===== src/rtl/rmp_pkg.sv =====
// Package for the radial mass profile block: item codes, status codes, register
// indexes, queue item type and back-end state type. No dependencies.
package rmp_pkg;

    localparam logic [1:0] FUNC_START  = 2'd0;
    localparam logic [1:0] FUNC_PART   = 2'd1;
    localparam logic [1:0] FUNC_FINISH = 2'd2;

    localparam logic [1:0] CFG_BIN_SCALE     = 2'd0;
    localparam logic [1:0] CFG_PARTICLE_MASS = 2'd1;
    localparam logic [1:0] CFG_DENSITY_LIMIT = 2'd2;

    localparam logic [1:0] ST_FOUND = 2'd0;
    localparam logic [1:0] ST_FIRST = 2'd1;
    localparam logic [1:0] ST_NONE  = 2'd2;

    localparam logic [47:0] MASS_MAX  = 48'hFFFF_FFFF_FFFF;
    localparam logic [31:0] COUNT_MAX = 32'hFFFF_FFFF;

    typedef enum logic [1:0] {
        OP_START,
        OP_PART,
        OP_FINISH
    } t_op;

    typedef struct packed {
        t_op                op;
        logic signed [31:0] pos_x;
        logic signed [31:0] pos_y;
        logic signed [31:0] pos_z;
        logic        [47:0] halo_mass;
    } t_item;

    typedef struct packed {
        logic  valid;
        t_item item;
    } t_q_head;

    typedef enum logic [3:0] {
        B_IDLE,
        B_CLEAR,
        B_SQ,
        B_ROOT_GO,
        B_ROOT,
        B_BIN,
        B_RD,
        B_WR,
        B_F_RD,
        B_F_MUL,
        B_F_ACC,
        B_F_CMP,
        B_OUT
    } t_bstate;

endpackage


===== src/rtl/rmp_if.sv =====
// Channel interfaces: item input, result output and register write port.
// Depends on nothing.
interface rmp_in_if;
    logic               valid;
    logic               ready;
    logic        [1:0]  func;
    logic signed [31:0] pos_x;
    logic signed [31:0] pos_y;
    logic signed [31:0] pos_z;
    logic        [47:0] halo_mass;
    modport source (output valid, func, pos_x, pos_y, pos_z, halo_mass, input ready);
    modport sink   (input valid, func, pos_x, pos_y, pos_z, halo_mass, output ready);
endinterface



===== src/rtl/rmp_front.sv =====
// Front end: accepts item beats, classifies them and holds them in a two-entry queue.
// Depends on rmp_pkg and rmp_in_if.
module rmp_front (
    input  logic             i_clk,
    input  logic             i_rst_n,
    rmp_in_if.sink           i_in,
    input  logic             i_pop,
    output rmp_pkg::t_q_head o_head
);
    import rmp_pkg::*;

    t_item      r_mem [2];
    logic       r_wptr;
    logic       r_rptr;
    logic [1:0] r_count;
    t_item      n_item;
    logic       keep;
    logic       push;

    always_comb begin
        n_item.pos_x     = i_in.pos_x;
        n_item.pos_y     = i_in.pos_y;
        n_item.pos_z     = i_in.pos_z;
        n_item.halo_mass = i_in.halo_mass;
        n_item.op        = OP_START;
        keep             = 1'b1;
        unique case (i_in.func)
            FUNC_START:  n_item.op = OP_START;
            FUNC_PART:   n_item.op = OP_PART;
            FUNC_FINISH: n_item.op = OP_FINISH;
            default:     keep      = 1'b0;
        endcase
    end

    assign i_in.ready = (r_count != 2'd2);
    assign push       = i_in.valid && i_in.ready && keep;
    assign o_head.valid = (r_count != 2'd0);
    assign o_head.item  = r_mem[r_rptr];

    always_ff @(posedge i_clk) begin
        if (push) begin
            r_mem[r_wptr] <= n_item;
        end
    end

    always_ff @(posedge i_clk) begin
        if (!i_rst_n) begin
            r_wptr  <= 1'b0;
            r_rptr  <= 1'b0;
            r_count <= 2'd0;
        end else begin
            if (push) begin
                r_wptr <= ~r_wptr;
            end
            if (i_pop) begin
                r_rptr <= ~r_rptr;
            end
            r_count <= r_count + 2'(push) - 2'(i_pop);
        end
    end

    a_count_bound: assert property (@(posedge i_clk) disable iff (!i_rst_n)
        r_count <= 2'd2) else $error("queue overfilled");
    a_pop_nonempty: assert property (@(posedge i_clk) disable iff (!i_rst_n)
        i_pop |-> r_count != 2'd0) else $error("pop from empty queue");
    a_push_grows: assert property (@(posedge i_clk) disable iff (!i_rst_n)
        push && !i_pop |=> r_count == $past(r_count) + 2'd1)
        else $error("queue count lost a beat");

endmodule


===== src/flat_wrapper.sv =====
// flat-port wrapper written by rule: the top's interface ports become plain ports
module rmp_front_flat import rmp_pkg::*;
  (i_clk, i_rst_n, i_pop, o_head, i_in_valid, i_in_func, i_in_pos_x, i_in_pos_y, i_in_pos_z, i_in_halo_mass, i_in_ready);
  rmp_in_if i_in_i ();
  input  logic i_clk;
  input  logic i_rst_n;
  input  logic i_pop;
  output rmp_pkg::t_q_head o_head;
  input wire logic [$bits(i_in_i.valid)-1:0] i_in_valid;
  input wire logic [$bits(i_in_i.func)-1:0] i_in_func;
  input wire logic [$bits(i_in_i.pos_x)-1:0] i_in_pos_x;
  input wire logic [$bits(i_in_i.pos_y)-1:0] i_in_pos_y;
  input wire logic [$bits(i_in_i.pos_z)-1:0] i_in_pos_z;
  input wire logic [$bits(i_in_i.halo_mass)-1:0] i_in_halo_mass;
  output wire logic [$bits(i_in_i.ready)-1:0] i_in_ready;
  assign i_in_i.valid = i_in_valid;
  assign i_in_i.func = i_in_func;
  assign i_in_i.pos_x = i_in_pos_x;
  assign i_in_i.pos_y = i_in_pos_y;
  assign i_in_i.pos_z = i_in_pos_z;
  assign i_in_i.halo_mass = i_in_halo_mass;
  assign i_in_ready = i_in_i.ready;
  rmp_front u_core (.i_clk(i_clk), .i_rst_n(i_rst_n), .i_in(i_in_i), .i_pop(i_pop), .o_head(o_head));
endmodule

===== config.mk =====
export PLATFORM = sky130hd
export DESIGN_NAME = rmp_front_flat
export DESIGN_NICKNAME = d
export VERILOG_FILES = /design/src/rtl/rmp_pkg.sv /design/src/rtl/rmp_if.sv /design/src/rtl/rmp_front.sv /design/src/flat_wrapper.sv
export SDC_FILE = /design/constraint.sdc
export NUM_CORES = 1
export LEC_CHECK = 0
export BUFFER_PORTS_ARGS = -buffer_cell sky130_fd_sc_hd__buf_2
export CAP_MARGIN = 10
export CORE_UTILIZATION = 47
export CTS_CLUSTER_SIZE = 30
export DETAILED_ROUTE_END_ITERATION = 10
export PLACE_DENSITY = 0.87
export SLEW_MARGIN = 20
export SYNTH_ARGS = -nofsm -noshare
export SYNTH_HDL_FRONTEND = slang
export SYNTH_SLANG_ARGS = --single-unit

===== constraint.sdc =====
create_clock -name i_clk -period 15.15 [get_ports i_clk]
set_clock_uncertainty 0.1 [all_clocks]
set_input_delay 3.7875 -clock i_clk [delete_from_list [all_inputs] [get_ports i_clk]]
set_output_delay 3.7875 -clock i_clk [all_outputs]
set_load 0.01 [all_outputs]

### Yosys cells after proc, flatten, opt, wreduce, memory -nomap -nowiden

Memories as Yosys holds them, arrays and structs flattened. A register that Yosys moved wholly into a read port is not among the register bits.
Cells that the tools add are included.

* register bits after elaboration: 4
* RAM bits: 292
* bits of input ports: 150
* output and inout port bits: 148
* word-level logic and storage cells: 22
* memories kept: 1

Memories
* u_core.r_mem: depth 2, width 146, read ports 1, clocked after memory_dff 1, wr ports 1, line rmp_front.sv:12 `t_item r_mem [2];`

* add/sub/neg operators: 2
* equality and inequality tests: 3
* mux-type cells: 6
* bitwise logic cells: 2
* reductions and logical operators: 5

Operators with widths (number)
* 2-to-1 mux 1 bit: 5
* case mux 2 bit (2 select lines): 1
* OR reduction 3 bit: 1
* adder 2 x 1 -> 2 bit: 1
* == test 2 x 1 -> 1 bit (second input constant): 1
* == test 2 bit (second input constant): 1
* logical AND 1 bit: 2
* zero test 2 bit: 1
* != test 2 bit (second input constant): 1
* NOT 1 bit: 2
* nonzero test 2 bit: 1
* subtractor 2 x 1 -> 2 bit: 1

### Logic depth before layout (Yosys ltp)

Gate-level depths: netlist of the first run.

* depth after elaboration: 6
* mapped depth: 5
* mapped depth without buffers: 5

### Worst setup path after synthesis of the first run

Ideal clock, no wire load.

* path type: input to register
* from: input i_in_valid
* to: memory u_core.r_mem[1][0] (netlist name), enable pin
* setup time: 0.859 ns
* data arrival time: 14.591 ns
* required time: 14.191 ns
* slack: -0.400 ns
* cell stages on the path: 2
* path buffers: 0
* cells stage by stage: a21bo_2 -> nor3b_1

* word-level cells in the longest chain between the ends: 4

Ends and longest elaborated chain
* start, declared: line flat_wrapper.sv:9 `input wire logic [$bits(i_in_i.valid)-1:0] i_in_valid;`
* logical AND 1 bit (2 in a row): line rmp_front.sv:36 `assign push = i_in.valid && i_in.ready && keep;`
* 2-to-1 mux 1 bit: line rmp_front.sv:41 `if (push) begin`
* 2-to-1 mux 1 bit (implied by the code): line rmp_front.sv:42 `r_mem[r_wptr] <= n_item;`
* end, declared: line rmp_front.sv:12

Every way passes these cells.

==> results of run 1 <==
power groups by stage:
stage                     logic (mW)  clock network [mW]  registers, mW
final                          0.212               0.742          0.990
after global routing           0.227               0.787          0.995
after CTS                      0.215               0.758          0.991
after detailed placement       0.213                   0           1.01
after global placement         0.207                   0           1.00
after floorplan                0.130                   0           1.01
state kept, by name, indices dropped and copies added, names as in the netlist, named ones only:
signal          cells
u_core.r_count      2
u_core.r_mem      292
u_core.r_rptr       1
u_core.r_wptr       1
cell usage in the layout, fill, tap and decap left out, types with 4 or more instances in the layout:
cell,instances
bufinv_16,5
clkinv_1,6
mux2_2,146
buf_2,297
diode_2,4
clkbuf_8,4
dfxtp_1,4
clkinv_2,5
buf_4,5
clkbuf_16,29
edfxtp_1,292
how the worst min path moves through the flow:
stage	startpoint	endpoint	slack, ns	cells after the start
after floorplan	u_core.r_rptr	flip-flop	0.38	2
after global placement	u_core.r_rptr	u_core.r_rptr	0.40	2
after detailed placement	u_core.r_rptr	u_core.r_rptr	0.41	2
after CTS	u_core.r_rptr	u_core.r_rptr	0.43	2
after global routing	u_core.r_rptr	u_core.r_rptr	0.49	2
final	u_core.r_rptr	u_core.r_rptr	0.42	2
area by class of cell:
class,instances,share of cell area
flip-flops and latches,297,0.6533
multi-input cells,166,0.1329
repair buffers,302,0.1122
clock buffers,35,0.05804
well taps,285,0.02626
clock inverters,18,0.01566
inverters,3,0.0008292
diodes,4,0.0007371
critical path: stages (launching register included):
cell     delay [ns]
dfxtp_4        0.99
buf_4          0.88
mux2_2         0.43
buf_2          0.14
per-layer routing:
layer,vias to the layer above,wire length [µm],global-route usage
met5,-,12,0
met2,240,10650,0.3022
met3,51,1592,0.05045
li1,2566,-,-
met4,2,748,0.06905
met1,2701,7623,0.1882
cell families (layout without fill, tap and decap cells):
family / after synthesis / count (layout) / synth area share
AO/OA/AOI/OAI: 5 / 5 / 0.003825
other: 0 / 4 / 0
multiplexers: 146 / 146 / 0.1523
adder cells (fa/ha/maj): 1 / 1 / 0.001159
XOR/XNOR: 2 / 2 / 0.001623
AND/OR/NAND/NOR: 12 / 12 / 0.006839
flip-flops: 297 / 297 / 0.8215
buffers and inverters: 20 / 358 / 0.01275
stage by stage:
| stage | power [mW] | hold slack [ns] | utilization | setup WS, ns |
|---|---|---|---|---|
| 3_5_place_dp | 1.221 | 0.4093 | 0.5569 | 8.534 |
| 3_3_place_gp | 1.211 | 0.3962 | 0.5569 | 8.592 |
| 6_report | 1.944 | 0.4202 | 0.6017 | 8.155 |
| 4_1_cts | 1.964 | 0.4273 | 0.6012 | 8.138 |
| 2_1_floorplan | 1.143 | 0.3799 | - | 0.2500 |
| 5_1_grt | 2.009 | 0.4917 | 0.6016 | 7.959 |
==> metrics.md, run 1 <==
| Metric | Value |
|---|---|
| Residual DRC | `0` |
| GP Congestion | `0.7368` |
| Final slew viol count | `0` |
| Post-synth EDFFs | `292` |
| Starting density of the core | `0.4783` |
| Synthesis warning total | `0` |
| Global-route wire length before repair | `30,860 µm` |
| Leak pwr | `5.031 nW` |
| Worst R2R Setup Slack | `12.21 ns` |
| Vias in the first global route | `5,906` |
| P&R area growth vs syn | `25.80%` |
| Slew margin rel. | `0.3048` |
| Reg2Reg Depth | `4` |
| CTS tree | `yes` |
| Final hold viol count | `0` |
| Syn Std Cell Area | `10,800 µm²` |
| Highest clock rate | `143.0 MHz` |
| # rows | `55` |
| Count leader, synth | `edfxtp_1` |
| Status | `completed` |
| Root buffer cell | `clkbuf_16` |
| Tot GR Track Use | `0.1691` |
| Area leader, netlist | `edfxtp_1` |
| Average size of a mapped cell | `22.35 µm²` |
| Resized Gates After CTS | `0` |
| Antenna violations before repair | `5` |
| Required time of the critical path | `11.26 ns` |
| Layout cells sized above 1 | `0.6078` |
| Post-route insts no fill | `1,110` |
| Final instance area | `13,580 µm²` |
| P_int | `1.520 mW` |
| Detailed Place HPWL | `12,980 µm` |
| Vias per std cell | `5.009` |
| Post-synth top cells | `edfxtp_1 (292), mux2_2 (146), buf_4 (14), dfxtp_1 (5), nor3_1 (4)` |
| Pwr dens | `143.2 nW/µm²` |
| Setup Viol. Count Final | `0` |
| Die area | `23,580 µm²` |
| Critical Path AT | `3.11 ns` |
| Switching portion of total power | `0.2182` |
| Initial drt markers | `268` |
| Multi-input logic area | `1805 µm²` |
| I/O pin cnt | `298` |
| Post-Syn Instances | `483` |
| Core ar. | `22,570 µm²` |
| Largest cells by area after synthesis | `edfxtp_1 (81%), mux2_2 (15%), buf_4 (0.97%)` |
| Combinational fraction of design power | `0.109` |
| Htree depth | `1` |
| Crit path kind | `flip-flop to output pin` |
| Total grt overflow | `0` |
| Placed cell area | `12,570 µm²` |
| Clock sinks | `297` |
| Post-synth top flop | `edfxtp_1` |
| Reg-to-Reg End | `u_core.r_mem[0][143]` |
| Final wirelength | `20,630 µm` |
| Clk Latency, worst-skew pair | `0.53 ns` |
| CP endpoint | `o_head[12]` |
| Worst min path class | `flip-flop to flip-flop` |
| Die X | `153.6 µm` |
| Filler instances | `1,667` |
| TritonCTS Buffers | `29` |
| Sequential-to-total area share from yosys stat | `0.8215` |
| PortBufs | `297` |
| RSZ-0062 raised after global routing | `no` |
| Slew @ Worst Pin | `1.043 ns` |
| # hold bufs at CTS | `0` |
| Synth Net Count | `634` |
| Tcrit/Tclk final | `0.4617` |
| IR drop worst, VDD | `0.0001094 V` |
| Post-DR wirelength/cell | `18.59 µm` |
| Post-layout min period | `6.995 ns` |
| Setup TNS | `0 ns` |
| Largest net degree at the start of global routing | `78` |
| Power share of the clock group | `0.382` |
| Reg2Reg Launch Point | `u_core.r_count[1]` |
| CP Max Fanout | `74` |
| Pre-antenna DRT Iters | `4` |
| Vias | `5,560` |
| Worst setup EP type | `output pin` |
| Worst-path clk slew | `0.06 ns` |
| CP startpoint kind | `flip-flop` |
| DRT antenna net count | `0` |
| Synth cell types | `19` |
| Reg area | `8872 µm²` |
| Power share of the sequential group | `0.509` |
| CTS max path bufs | `3` |
| Synth top area share | `0.8122` |
| Post-CTS Setup Bufs | `0` |
| Number of synthesized register bits | `297` |
| Inst Count DP | `1,053` |
| Final #Nets | `950` |
| Maxcap violations | `0` |
| Die height | `153.6 µm` |
| Post-synthesis async set-or-reset flop share | `0` |
| Psw | `0.4242 mW` |
Note: power is estimated with default switching activity, not from simulation.
==> run 2, diff against run 1 <==
==> constraint.sdc (replaced) <==
create_clock -name i_clk -period 5.8 [get_ports i_clk]
set_clock_uncertainty 0.1 [all_clocks]
set_input_delay 1.45 -clock i_clk [delete_from_list [all_inputs] [get_ports i_clk]]
set_output_delay 1.45 -clock i_clk [all_outputs]
set_load 0.01 [all_outputs]
==> run 2 against run 1 <==
Combinational power increased to 2.6 times the previous value. Critical path depth unchanged. Worst hold slack improved by 0.0019 ns. Cell count about the same. Total power increased to 2.6 times the previous value. Wire length increased by 0.17%. Global-route usage decreased by 0.25 points. Non-clock buffer count increased by 2. Via count increased by 0.47%. Core utilization decreased by 0.083 points. Setup slack got worse by 6.5 ns. Largest cell class unchanged. Clock-buffer cell count decreased by 2. Highest routed layer is now met4.
==> metrics.md, run 2 (synthesis gave the netlist of run 1 again) <==
| Metric | Value |
|---|---|
| Layout cells sized above 1 | `0.6017` |
| Hold path depth | `2` |
| GP Congestion | `0.7221` |
| Largest regs | `u_core.r_mem: 292 flops, u_core.r_count: 2 flops` |
| Final #Nets | `952` |
| Die height | `153.6 µm` |
| Crit path kind | `flip-flop to output pin` |
| CTS max path bufs | `3` |
| Post-layout min period | `4.129 ns` |
| Vias | `5,586` |
| CP startpoint kind | `flip-flop` |
| Die X | `153.6 µm` |
| # hold bufs at CTS | `0` |
| Psw | `1.085 mW` |
| TritonCTS Buffers | `29` |
| Cells along the critical path | `buf_12 > mux2_2 > buf_2` |
| Critical Path AT | `2.58 ns` |
| # rows | `55` |
| Vias in the first global route | `5,738` |
| Reg2Reg Depth | `4` |
| Highest clock rate | `242.2 MHz` |
| Worst min path class | `flip-flop to flip-flop` |
| WL met1 | `7719 µm` |
| Status | `completed` |
| Largest net degree at the start of global routing | `75` |
| WL met2 | `10,640 µm` |
| WL met3 | `1560 µm` |
| I/O pin cnt | `298` |
| Top Metal Used | `met4` |
| Clock sinks | `297` |
| Inst Count DP | `1,055` |
| Core ar. | `22,570 µm²` |
| Worst-path clk slew | `0.06 ns` |
| Post-CTS Setup Bufs | `0` |
| Worst path max stage delay | `0.96 ns` |
| Die area | `23,580 µm²` |
| Slowest cell on crit path | `dfxtp_4` |
| Reg2Reg Launch Point | `u_core.r_count[1]` |
| IR drop worst, VDD | `0.0003206 V` |
| Final wirelength | `20,670 µm` |
| Worst R2R Setup Slack | `3.52 ns` |
| PortBufs | `297` |
| Post-route insts no fill | `1,109` |
| Hold Path Sink | `u_core.r_rptr` |
| P&R area growth vs syn | `25.63%` |
| Antenna violations before repair | `2` |
| CP top delay family | `flip-flops` |
| Setup Viol. Count Final | `0` |
| Final hold slack | `0.4221 ns` |
| Starting density of the core | `0.4783` |
| Reg-to-Reg End | `u_core.r_mem[0][55]` |
| Htree depth | `1` |
| CP bufs+invs | `2` |
| Initial drt markers | `268` |
| CP Max Fanout | `74` |
| Pwr dens | `368.9 nW/µm²` |
| Clk Latency, worst-skew pair | `0.53 ns` |
| Resized Gates After CTS | `0` |
| Slew @ Worst Pin | `1.001 ns` |
| CTS tree | `yes` |
| Residual DRC | `0` |
| Worst setup EP type | `output pin` |
| Final hold viol count | `0` |
| Total grt overflow | `0` |
| Largest register FFs | `292` |
| HP Start | `u_core.r_rptr` |
| Switching portion of total power | `0.2168` |
| Most frequent cells in the layout | `buf_2 (297), edfxtp_1 (292), mux2_2 (146)` |
| Root buffer cell | `clkbuf_16` |
| Leading cell type in the layout, fill and taps excluded | `buf_2` |
| Global-route wire length before repair | `30,270 µm` |
| DRT antenna net count | `0` |
| Detailed Place HPWL | `13,170 µm` |
| Power share of the clock group | `0.371` |
| Slew margin rel. | `0.3328` |
| Biggest register | `u_core.r_mem` |
| Required time of the critical path | `4.25 ns` |
| RSZ-0062 raised after global routing | `no` |
| Maxcap violations | `0` |
| Pre-antenna DRT Iters | `4` |
| P_int | `3.918 mW` |
| Power share of the sequential group | `0.517` |
| Post-DR wirelength/cell | `18.63 µm` |
| Final slew viol count | `0` |
| Tot GR Track Use | `0.1666` |
| Tcrit/Tclk final | `0.7119` |
| Total power | `5.003 mW` |
| Combinational fraction of design power | `0.112` |
| Leak pwr | `5.020 nW` |
| Vias per std cell | `5.037` |
run 2: cell types whose count changed in the layout (fill, tap and decap cells not counted), sizes merged:
cell	change
buf	+2
clkbuf	-2
clkinv	+2
clkinvlp	-2
diode	-1
run 2: metal layers:
metal	up-vias	global-route usage
li1	2570	-
met1	2716	0.1915
met2	243	0.2933
met3	57	0.04425
met4	0	0.07238
met5	-	0
run 2: how the worst max path moves through the flow:
stage / startpoint / to / slack (ns) / depth (start not counted)
floorplan: i_in_valid / u_core.r_mem[1][0] / -0.16 / 2
global placement: i_in_func[0] / u_core.r_mem[1][55] / 2.21 / 5
detailed placement: i_in_func[0] / u_core.r_mem[1][5] / 2.18 / 5
CTS: flip-flop / o_head[135] / 1.61 / 3
global route: flip-flop / o_head[143] / 1.55 / 3
finish: flip-flop / o_head[143] / 1.67 / 3
run 2: worst register-to-register path, stage by stage, from the launching register on:
cell and delay [ns]:
dfxtp_1 0.33, nor2b_4 0.17, nor3_4 0.20, buf_4 0.40, buf_4 0.66
run 2: layout make-up:
class	count	area [µm²]
Clock inverter	18	203.9
Multi-Input combinational cell	166	1818
Fill cell	1658	9010
Inverter	3	11.26
Tap cell	285	356.6
Antenna cell	3	7.507
Timing Repair Buffer	304	1551
Clock buffer	33	740.7
Sequential cell	297	8872
run 2: per-stage QoR:
stage | setup TNS [ns] | setup slack, ns | cell area, µm² | util
after floorplan | -23.35 | -0.1599 | 10820 | -
after global placement | 0 | 2.205 | 12610 | 0.5586
after detailed placement | 0 | 2.176 | 12610 | 0.5586
after CTS | 0 | 1.607 | 13550 | 0.6005
after global routing | 0 | 1.548 | 13560 | 0.6007
final | 0 | 1.671 | 13560 | 0.6008
run 2: power groups by stage:
stage	Clock [mW]	Sequential, mW	Combinational [mW]
6_report	1.86	2.59	0.561
5_1_grt	1.98	2.60	0.597
4_1_cts	1.91	2.59	0.567
3_5_place_dp	0	2.63	0.560
3_3_place_gp	0	2.62	0.547
2_1_floorplan	0	2.61	0.343
==> run 3, diff against run 2 <==
==> constraint.sdc (replaced) <==
create_clock -name i_clk -period 3.4 [get_ports i_clk]
set_clock_uncertainty 0.1 [all_clocks]
set_input_delay 0.85 -clock i_clk [delete_from_list [all_inputs] [get_ports i_clk]]
set_output_delay 0.85 -clock i_clk [all_outputs]
set_load 0.01 [all_outputs]
==> run 3 against run 2 <==
Clock power is 48% higher. Critical path depth stayed put. Cell area is 0.28% lower. Die area stayed put. Worst hold slack worse by 0.018 ns.
==> metrics.md, run 3 (synthesis gave the netlist of run 1 again) <==
| Metric | Value |
|---|---|
| CP bufs+invs | `2` |
| Leading cell type in the layout, fill and taps excluded | `buf_2` |
| IR drop worst, VDD | `0.0004191 V` |
| # rows | `55` |
| Psw | `1.829 mW` |
| Final instance area | `13,520 µm²` |
| Worst-path clk slew | `0.06 ns` |
| Final hold slack | `0.4046 ns` |
| Placed cell area | `12,700 µm²` |
| CTS tree | `yes` |
| Tcrit/Tclk final | `0.8980` |
| Multi-input logic area | `1818 µm²` |
| Slew @ Worst Pin | `0.5707 ns` |
| Leak pwr | `4.991 nW` |
| Global-route wire length before repair | `31,160 µm` |
| Vias in the first global route | `5,876` |
| CP top delay family | `flip-flops` |
| CTS max path bufs | `3` |
| Biggest register | `u_core.r_mem` |
| PortBufs | `297` |
| Die area | `23,580 µm²` |
| Slowest cell on crit path | `dfxtp_4` |
| P&R area growth vs syn | `25.28%` |
| Largest net degree at the start of global routing | `77` |
| Switching portion of total power | `0.2243` |
| Final hold viol count | `0` |
| Largest register FFs | `292` |
| Filler instances | `1,637` |
| Resized Gates After CTS | `0` |
| Setup TNS | `0 ns` |
| Total grt overflow | `0` |
| Htree depth | `1` |
| Clock sinks | `297` |
| Antenna violations before repair | `7` |
| Combinational fraction of design power | `0.122` |
| Required time of the critical path | `2.45 ns` |
| Pwr dens | `602.9 nW/µm²` |
| Maxcap violations | `0` |
| Die X | `153.6 µm` |
| Final slew viol count | `0` |
| CP Max Fanout | `35` |
| Initial drt markers | `224` |
| Detailed Place HPWL | `14,120 µm` |
| Vias | `5,577` |
| Dpl ws | `0.8812 ns` |
| Final worst slack | `0.3468 ns` |
| Core ar. | `22,570 µm²` |
| Highest clock rate | `327.5 MHz` |
| Clk Latency, worst-skew pair | `0.52 ns` |
| Post-DR wirelength/cell | `19.16 µm` |
| Slew margin rel. | `0.6195` |
| Cells along the critical path | `buf_4 > mux2_2 > buf_2` |
| Post-layout min period | `3.053 ns` |
| Worst setup EP type | `output pin` |
| Final wirelength | `21,330 µm` |
| Post-CTS Setup Bufs | `0` |
| Pre-antenna DRT Iters | `4` |
| P_int | `6.324 mW` |
| RSZ-0062 raised after global routing | `no` |
| Starting density of the core | `0.4783` |
| TritonCTS Buffers | `29` |
| I/O pin cnt | `298` |
| Worst min path class | `input port to flip-flop` |
| Status | `completed` |
| GP Congestion | `0.8085` |
| Power share of the sequential group | `0.540` |
| Total power | `8.153 mW` |
| Layout cells sized above 1 | `0.5990` |
| Power share of the clock group | `0.338` |
| Die height | `153.6 µm` |
| Worst path max stage delay | `0.72 ns` |
| Tot GR Track Use | `0.1730` |
| Final #Nets | `956` |
| Setup Viol. Count Final | `0` |
| # hold bufs at CTS | `0` |
| DRT antenna net count | `0` |
| Critical Path AT | `2.10 ns` |
| CP startpoint kind | `flip-flop` |
| Most frequent cells in the layout | `buf_2 (297), edfxtp_1 (292), mux2_2 (146)` |
| Residual DRC | `0` |
| Largest regs | `u_core.r_mem: 292 flops, u_core.r_count: 2 flops` |
| Reg area | `8872 µm²` |
| Crit path kind | `flip-flop to output pin` |
| Root buffer cell | `clkbuf_16` |
| Vias per std cell | `5.011` |
-- run 3: changes by cell type in the layout (fill, tap and decap cells not counted) --
cell / change
clkinv_4: +1
clkbuf_1: +2
buf_12: +5
buf_4: -1
bufinv_16: -5
clkinv_2: -1
diode_2: +2
clkinv_1: +1
-- run 3: metrics by stage --
stage,util,std cells
after floorplan,-,483
after global placement,0.5627,1059
after detailed placement,0.5627,1059
after CTS,0.5986,1108
after global routing,0.5991,1112
final,0.5992,1113
-- run 3: final cells by class --
class	count	share of cell area
antenna	5	0.0009252
clock buffer	35	0.05532
clock inverter	14	0.004533
timing repair buffer	308	0.1216
tap	285	0.02637
inverter	3	0.0008326
sequential	297	0.6560
multi-input combinational	166	0.1344
-- run 3: worst paths after layout --
| check | end | startpoint | depth (start not counted) | slack (ns) |
|---|---|---|---|---|
| setup / recovery | o_head[115] | flip-flop | 3 | 0.35 |
| setup reg to reg | u_core.r_mem[1][59] | u_core.r_count[0] | 3 | 1.66 |
| hold / removal | u_core.r_mem[1][3] | i_in_halo_mass[3] | 1 | 0.40 |
| hold reg to reg | u_core.r_rptr | u_core.r_rptr | 2 | 0.42 |
-- run 3: routing by layer --
layer | vias up | wire [µm] | share of wire | track usage
met5 | - | 13 | 0.00061 | 0
met4 | 2 | 750 | 0.035 | 0.06952
met3 | 55 | 1420 | 0.067 | 0.04622
met2 | 212 | 11760 | 0.55 | 0.3327
met1 | 2734 | 7378 | 0.35 | 0.1756
li1 | 2574 | - | - | -
-- run 3: power groups by stage --
stage / Sequential (mW) / Clock (mW) / Combinational [mW]
6_report: 4.40 / 2.76 / 0.991
5_1_grt: 4.42 / 2.96 / 1.06
4_1_cts: 4.40 / 2.83 / 1.00
3_5_place_dp: 4.48 / 0 / 0.994
3_3_place_gp: 4.46 / 0 / 0.961
2_1_floorplan: 4.46 / 0 / 0.586
